==> src/hw/rtl/pip_ram.sv <==
// Generic single-write, single-read synchronous RAM with registered read data.
module pip_ram #(
  parameter int WIDTH = 8,
  parameter int DEPTH = 16
) (
  input  logic                     clk,
  input  logic                     we,
  input  logic [$clog2(DEPTH)-1:0] waddr,
  input  logic [WIDTH-1:0]         wdata,
  input  logic                     re,
  input  logic [$clog2(DEPTH)-1:0] raddr,
  output logic [WIDTH-1:0]         rdata
);

  logic [WIDTH-1:0] mem [DEPTH];

  always_ff @(posedge clk) begin
    if (we) begin
      mem[waddr] <= wdata;
    end
    if (re) begin
      rdata <= mem[raddr];
    end
  end

endmodule

==> config.mk <==
export PLATFORM = sky130hd
export DESIGN_NAME = pip_ram
export DESIGN_NICKNAME = d
export VERILOG_FILES = /design/src/hw/rtl/pip_ram.sv
export SDC_FILE = /design/constraint.sdc
export NUM_CORES = 1
export LEC_CHECK = 0
export ABC_AREA = 1
export BUFFER_PORTS_ARGS = -buffer_cell sky130_fd_sc_hd__buf_2
export CAP_MARGIN = 40
export CORE_MARGIN = 4
export CORE_UTILIZATION = 32
export CTS_BUF_LIST = sky130_fd_sc_hd__clkbuf_16
export CTS_CLUSTER_DIAMETER = 50
export DETAILED_ROUTE_END_ITERATION = 10
export SETUP_SLACK_MARGIN = 0.5
export SLEW_MARGIN = 40
export SYNTH_ARGS = -nofsm -noshare
export SYNTH_HDL_FRONTEND = slang
export SYNTH_SLANG_ARGS = --single-unit
export TNS_END_PERCENT = 100
==> constraint.sdc <==
create_clock -name clk -period 1.2 [get_ports clk]
set_input_delay 0.06 -clock clk [delete_from_list [all_inputs] [get_ports clk]]
set_output_delay 0.06 -clock clk [all_outputs]
set_load 0.01 [all_outputs]
==> results of run 1 <==
[critical path, cell delays in order, from the launching register on]
cell      delay [ns]
edfxtp_1        0.36
inv_1           0.06
nand2_1         0.06
nand3_2         0.09
nand3_2         0.10
nand3_2         0.10
nand2_2         0.08
[cell families (layout without fill, tap and decap cells)]
group | after synthesis | count (layout)
simple gates | 289 | 289
buf+inv | 126 | 178
flops | 136 | 136
[sequential cells by signal, summed over array words and instances (netlist names)]
name,flops
mem,128
rdata,8
[per-layer routing]
metal  share of wire [%]  up-vias
met5                   0        -
met4                 2.5        0
met3                 5.7       32
met2                  46      141
met1                  45     1969
li1                    -     1858
[placed cells by master, fill, tap and decap left out, types with 4 or more instances in the layout]
cell / instances
nand2_1: 165
edfxtp_1: 136
inv_1: 97
nand3_1: 62
nand3_2: 34
buf_2: 23
clkbuf_16: 17
nor2_4: 9
buf_4: 9
nor2_2: 8
buf_12: 7
clkinv_2: 6
inv_2: 4
nand2_2: 4
nand2_4: 4
clkinv_1: 4
buf_6: 4
[layout make-up]
cell class / count / area (um^2) / share of cell area (%)
Multi-Input combinational cell: 289 / 1524 / 21.12
Inverter: 102 / 387.9 / 5.376
Tap cell: 229 / 286.5 / 3.972
Sequential cell: 136 / 4084 / 56.61
Clock buffer: 17 / 425.4 / 5.897
Timing Repair Buffer: 45 / 390.4 / 5.411
Clock inverter: 14 / 116.4 / 1.613
[stage by stage]
step | utilization [%] | hold WS, ns | power [mW] | TNS (ns) | setup slack [ns]
2_1_floorplan | - | 0.1589 | 5.896 | 0 | 0.2664
3_3_place_gp | 35.99 | 0.4290 | 6.201 | -1.046 | -0.2099
3_5_place_dp | 35.99 | 0.4310 | 6.213 | -1.034 | -0.2217
4_1_cts | 39.63 | -0.008177 | 11.03 | 0 | 0.09904
5_1_grt | 40.16 | -0.001659 | 11.36 | 0 | 0.03550
6_report | 40.16 | 0.008005 | 11.00 | 0 | 0.09720
[timing repair]
action	CTS	global route
pin swaps	16	16
setup endpoints to repair	47	48
hold endpoints to repair	8	1
gates resized for setup	25	22
[power by group through the flow]
stage	clock (mW)	combinational, mW	sequential [mW]
2_1_floorplan	0	0.410	5.49
3_3_place_gp	0	0.719	5.48
3_5_place_dp	0	0.727	5.49
4_1_cts	4.88	0.765	5.39
5_1_grt	5.11	0.862	5.40
6_report	4.82	0.787	5.39
[worst min-delay path by stage]
stage | startpoint | endpoint | slack [ns]
floorplan | wdata[0] | mem[0][0] | 0.16
global placement | re | rdata[5] | 0.43
detailed placement | re | rdata[5] | 0.43
CTS | re | rdata[5] | -0.008
global route | re | rdata[5] | -0.002
finish | re | rdata[4] | 0.008
==> flow_summary.ini, run 1 <==
[sta]
fmax_ghz = 0.9068
min_period_ns = 1.103
slew_headroom_pct = 56.29
setup_violations = 0
drv_slew = 0
rsz0062_at_grt = true
fin_crit_sh_pct = 91.90
tightestPinTransition_ns = 0.6546
hold_viol = 0
fin_skew_ns = 0.005458

[placed_design]
dp_hpwl_mm = 9.004
gp_congestion = 0.8358
placed_cell_area_mm2 = 0.006465
io_buffers = 26
placed_cells = 801

[critical_path]
reg2reg_depth = 6
start_kind = flip-flop
cp.arrival_ns = 1.27
cp-startpoint = mem[0][5]
reg2reg_to = rdata[5]
worstSetupPathType = flip-flop to flip-flop
cp_max_fo = 1
rrSetupSlack_ns = 0.1
worstSetupEndpointType = flip-flop
r2r-start = mem[0][5]
worst_ep_required_time_ns = 1.37
crit_path_end = rdata[5]

[outcome]
outcome = finished clean

[global_routing]
busiest_layer = met2
grt_overflow = 0
grt_max_degree = 47
grt_usage_pct = 14.51
grt_first_pass_wirelength_mm = 21.96
grt_pass1_vias = 3920
grt.met1_usage_pct = 19.86
use_met2_pct = 21.98
grt_antenna_before_repair = 0
gr-usage-met3_pct = 3.717

[die]
die_width_um = 143.2
initial_core_util_pct = 32.55
rows = 49
pin_count = 27
core_mm2 = 0.01796
dieArea_mm2 = 0.02050
die_h_um = 143.2

[route]
vias = 4000
drc = 0
wire_per_inst_um = 16.92
firstDrtPassIters = 5
totalWireLength_mm = 14.08
drt_iter0_drc = 322
avgViaCountPerCell = 4.808
ant_nets = 0

[clocking]
cts_sinks = 136
h-tree-depth = 4
numCtsBuffers = 17
path_clk_slew_ns = 0.06
cts-root-buf = clkbuf_16
postCtsSetupRepairBufs = 0
cts_buffer_depth = 2
cts_tree = built
clk_latency_ns = 0.42

[min_path]
min_path_cells = 1
hp-class = input port to flip-flop

[synth]
syn_area_mm2 = 0.005847
ys_types = 11
synth_compound_area_share_pct = 0
netlist_top_cells_count = 173 x nand2_1, 136 x edfxtp_1, 100 x inv_1
syn_nets = 570
synth_fa_ha_area_share_pct = 0
ys_async_sr_fraction_pct = 0
synth_edf_count = 136
synthMuxAreaShare_pct = 0
synthXorXnorAreaFrac_pct = 0
syn_avg_cell_area_um2 = 10.61
synth.most_common_cell = nand2_1
yosysWarnings = 0
ys_seq_elements = 136
yosysSeqAreaShare_pct = 69.85
synth_top_family_by_area = simple AND/OR/NAND/NOR gates
synthDominantCellAreaShare_pct = 69.85
yosys.area_share.simple_pct = 20.76
synth_area_leaders = edfxtp_1 70%, nand2_1 11%, nand3_1 8.3%, inv_1 6.4%, buf_6 1.2%
yosysTopAreaCell = edfxtp_1
synth_cells = 551
synth_flop_cell = edfxtp_1

[pwr]
pwr-share-comb_pct = 7.2
pwr-share-clk_pct = 43.8
intPower_mw = 8.575
switching_share_pct = 22.04
power.switching_mw = 2.424
peakVddDrop_mv = 1.028
p_leak_nw = 3.022
p_seq_share_pct = 49.0
powerDensity_mw_per_mm2 = 1524

[run]
cap_violations = 0

[finish]
final_design_area_no_fill_mm2 = 0.007214
finalNonFillerCells = 832
fillers = 1718
drive_gt1_share_pct = 22.72
fin_nets = 610
synthToLayoutAreaGrowth_pct = 23.39
antenna_cells = 0
(Power assumes the default switching activity.)
==> run 2, diff against run 1 <==
Clock period 1.2 ns to 1.19 ns, I/O delays scaled along.
==> flow_summary.ini, run 2 (synthesis gave the netlist of run 1 again) <==
[critical_path]
crit_top_cell = nand2_1
crit_chain = nand2_1, nand2_1, nand2_1, nand3_2, nand3_2, nand2_1
path_delay_family = simple AND/OR/NAND/NOR gates
cp.arrival_ns = 1.24
worst_ep_required_time_ns = 1.35
critPathMaxStageDelay_ns = 0.37
cpMaxStageDelayCell = edfxtp_1
critPathBufInv = 0
start_kind = flip-flop
worstSetupPathType = flip-flop to flip-flop
worstSetupEndpointType = flip-flop
cp_max_fo = 1

[finish]
largest-register = mem
synthToLayoutAreaGrowth_pct = 22.90
final_design_area_no_fill_mm2 = 0.007186
fillers = 1705
final-seq-area_mm2 = 0.004084
antenna_cells = 0
fin_nets = 612
final_common_cell = nand2_1
multiInputGateArea_mm2 = 0.001494
largest_register_ffs = 128
layout_common_cells = 167 x nand2_1, 136 x edfxtp_1, 100 x inv_1
reg.largest.list = mem (128), rdata (8)
drive_gt1_share_pct = 20.93

[outcome]
outcome = finished clean

[clocking]
cts_buffer_depth = 2
cts-root-buf = clkbuf_16
cts_hold_buf = 0
h-tree-depth = 4
clk_latency_ns = 0.40
path_clk_slew_ns = 0.05
cts_sinks = 136
cts_tree = built
numCtsBuffers = 17

[sta]
hold_viol = 0
fin_skew_ns = 0.004695
tightestPinTransition_ns = 0.6334
fin_crit_sh_pct = 91.10
fin_ws_ns = 0.1059
drv_slew = 0
slew_headroom_pct = 57.71
rsz0062_at_grt = true
min_period_ns = 1.084
setup_violations = 0
fmax_ghz = 0.9224

[route]
met1_length_mm = 6.317
wl_met2_mm = 6.769
vias = 3880
top_layer_used = met4
firstDrtPassIters = 5
drt_iter0_drc = 253
wire_per_inst_um = 16.97
totalWireLength_mm = 14.10
wl_met3_um = 814
ant_nets = 0
drc = 0
avgViaCountPerCell = 4.669

[global_routing]
grt_first_pass_wirelength_mm = 21.91
grt_pass1_vias = 3925
grt_max_degree = 47
grt_usage_pct = 14.49
grt_overflow = 0
grt_antenna_before_repair = 0

[placed_design]
io_buffers = 26
dp_hpwl_mm = 9.107
gp_congestion = 0.8261
placed_cell_area_mm2 = 0.006492
post-place-ws_ns = -0.1677

[die]
initial_core_util_pct = 32.55
core_mm2 = 0.01796
die_width_um = 143.2
pin_count = 27
dieArea_mm2 = 0.02050
rows = 49
die_h_um = 143.2

[pwr]
powerDensity_mw_per_mm2 = 1491
p_leak_nw = 3.017
peakVddDrop_mv = 0.9834

[run]
cap_violations = 0

[min_path]
hp-class = input port to flip-flop
## run 2: path summary, 6_finish.rpt
path	start	end	slack (ns)	cells after the start
setup / recovery	mem[3][6]	rdata[6]	0.11	6
setup reg to reg	mem[3][6]	rdata[6]	0.11	6
hold reg to reg	mem[15][3]	rdata[3]	0.74	6
hold / removal	re	rdata[0]	0.02	1
## run 2: worst reg2reg max path, delay by kind of cell (launching register included)
family / cells / cell delay (ns)
and+or+nand+nor: 6 / 0.47
DFF: 1 / 0.37
## run 2: through the flow
step	power, mW	setup TNS, ns	utilization [%]	std cells	hold slack (ns)
floorplan	5.945	0	-	551	0.1584
global placement	6.258	-1.004	36.14	803	0.4381
finish	10.71	0	40.00	831	0.02454
global route	11.07	0	40.00	831	0.01322
detailed placement	6.271	-0.9511	36.14	803	0.4377
CTS	10.75	0	39.59	831	0.01320
## run 2: per-layer routing
layer / vias up / track usage, %
met3: 17 / 3.617
li1: 1860 / -
met4: 0 / 3.752
met5: - / 0
met1: 1892 / 19.62
met2: 111 / 23.44
## run 2: report_power, final
part           total [mW]  switching (mW)  leakage [nW]  internal [mW]
Clock                4.48            1.73         0.258           2.75
Combinational       0.796           0.538          1.52          0.258
Sequential           5.44          0.0363          1.24           5.40
## run 2: final cells by class
class                      count  area share, %
inverter                     102          5.398
timing repair buffer          47          6.077
clock buffer                  17          5.920
sequential                   136          56.83
tap                          229          3.987
multi-input combinational    289          20.79
clock inverter                11         0.9925
## run 2: timing repair
item	CTS	global route
pin swaps	21	15
buffers inserted	0	0
setup endpoints to repair	51	72
gates resized for setup	26	17
==> run 3, diff against run 2 <==
Settings changed: PLACE_DENSITY set to 0.45.
==> flow_summary.ini, run 3 (synthesis gave the netlist of run 1 again) <==
[outcome]
outcome = finished clean

[finish]
layout_common_cells = 165 x nand2_1, 136 x edfxtp_1, 98 x inv_1
antenna_cells = 0
synthToLayoutAreaGrowth_pct = 26.00
fin_nets = 618
largest-register = mem
fillers = 1711
multiInputGateArea_mm2 = 0.001509
drive_gt1_share_pct = 23.08
largest_register_ffs = 128
reg.largest.list = mem (128), rdata (8)
finalNonFillerCells = 840
final_common_cell = nand2_1
final-seq-area_mm2 = 0.004084

[sta]
fin_skew_ns = 0.004221
rsz0062_at_grt = true
slew_headroom_pct = 71.77
fmax_ghz = 0.9002
hold_viol = 0
fin_crit_sh_pct = 93.35
min_period_ns = 1.111
tightestPinTransition_ns = 0.4228
setup_violations = 0
drv_slew = 0

[pwr]
p_leak_nw = 3.108
finalPower_mw = 11.77
powerDensity_mw_per_mm2 = 1597
peakVddDrop_mv = 1.010

[clocking]
numCtsBuffers = 17
path_clk_slew_ns = 0.05
cts-root-buf = clkbuf_16
h-tree-depth = 4
clk_latency_ns = 0.42
cts_sinks = 136
cts_buffer_depth = 2
cts_tree = built

[placed_design]
io_buffers = 26
dp_hpwl_mm = 9.781
placed_cells = 807
gp_congestion = 0.8052

[global_routing]
grt_first_pass_wirelength_mm = 23.02
grt_overflow = 0
grt_max_degree = 36
grt_pass1_vias = 3954
grt_usage_pct = 15.47
grt_antenna_before_repair = 0

[die]
die_width_um = 143.2
pin_count = 27
rows = 49
dieArea_mm2 = 0.02050
die_h_um = 143.2
core_mm2 = 0.01796
initial_core_util_pct = 32.55

[critical_path]
worstSetupPathType = flip-flop to flip-flop
worst_ep_required_time_ns = 1.36
start_kind = flip-flop
cp_max_fo = 1
cp.arrival_ns = 1.28
worstSetupEndpointType = flip-flop
reg2reg_depth = 6

[route]
vias = 3896
avgViaCountPerCell = 4.638
totalWireLength_mm = 14.96
firstDrtPassIters = 4
drt_iter0_drc = 294
wire_per_inst_um = 17.81
ant_nets = 0
drc = 0

[min_path]
hp-class = input port to flip-flop
min_path_cells = 1

[run]
cap_violations = 0
[run 3: changes by cell type in the layout (fill, tap and decap cells not counted), sizes merged]
cell,change
clkbuf,-1
bufinv,+4
clkinv,-1
buf,+7
[run 3: where the power goes]
part           switching (mW)  leakage (nW)  total, mW  internal [mW]
logic                   0.563          1.56      0.846          0.283
clock network            1.85         0.310       5.49           3.64
registers              0.0306          1.24       5.43           5.40
[run 3: worst paths after layout]
kind | startpoint | end | slack (ns)
min reg2reg | mem[12][6] | rdata[6] | 0.77
max reg2reg | mem[4][2] | rdata[2] | 0.08
max | mem[4][2] | rdata[2] | 0.08
min | re | rdata[5] | 0.01
[run 3: final cells by class]
class	count	area share, %
Clock buffer	17	5.774
Clock inverter	14	2.582
Inverter	102	5.265
Multi-Input combinational cell	289	20.48
Sequential cell	136	55.43
Tap cell	229	3.889
Timing Repair Buffer	53	6.573
[run 3: critical path: stages (launching register included)]
cell and delay, ns:
edfxtp_1 0.35, inv_1 0.07, nand2_1 0.07, nand3_2 0.09, nand3_2 0.10, nand3_2 0.11
nand2_1 0.07
[run 3: per-layer routing]
metal  vias to the layer above  wire, um  track usage (%)
li1                       1884         -                -
met1                      1905      6829            20.42
met2                        90      7247            25.27
met3                        17       671            3.851
met4                         0       213            4.702
met5                         -         0                0
[run 3: what timing repair did]
action	in CTS	in global routing
setup buffers	2	0
endpoints found under the hold margin	8	0
resized for setup	25	18
pin swaps	29	16
endpoints found under the setup margin	72	104
[run 3: stage by stage]
step	worst slack, ns	setup TNS (ns)	cell area, um^2	hold slack [ns]	utilization [%]
after floorplan	0.2569	0	5984	0.1584	-
after global routing	0.03065	0	7367	0.001652	41.01
after CTS	0.08662	0	7296	-0.009879	40.61
after detailed placement	-0.1168	-0.6116	6535	0.4302	36.38
after global placement	-0.09398	-0.4726	6535	0.4314	36.38
final	0.07911	0	7367	0.009738	41.01
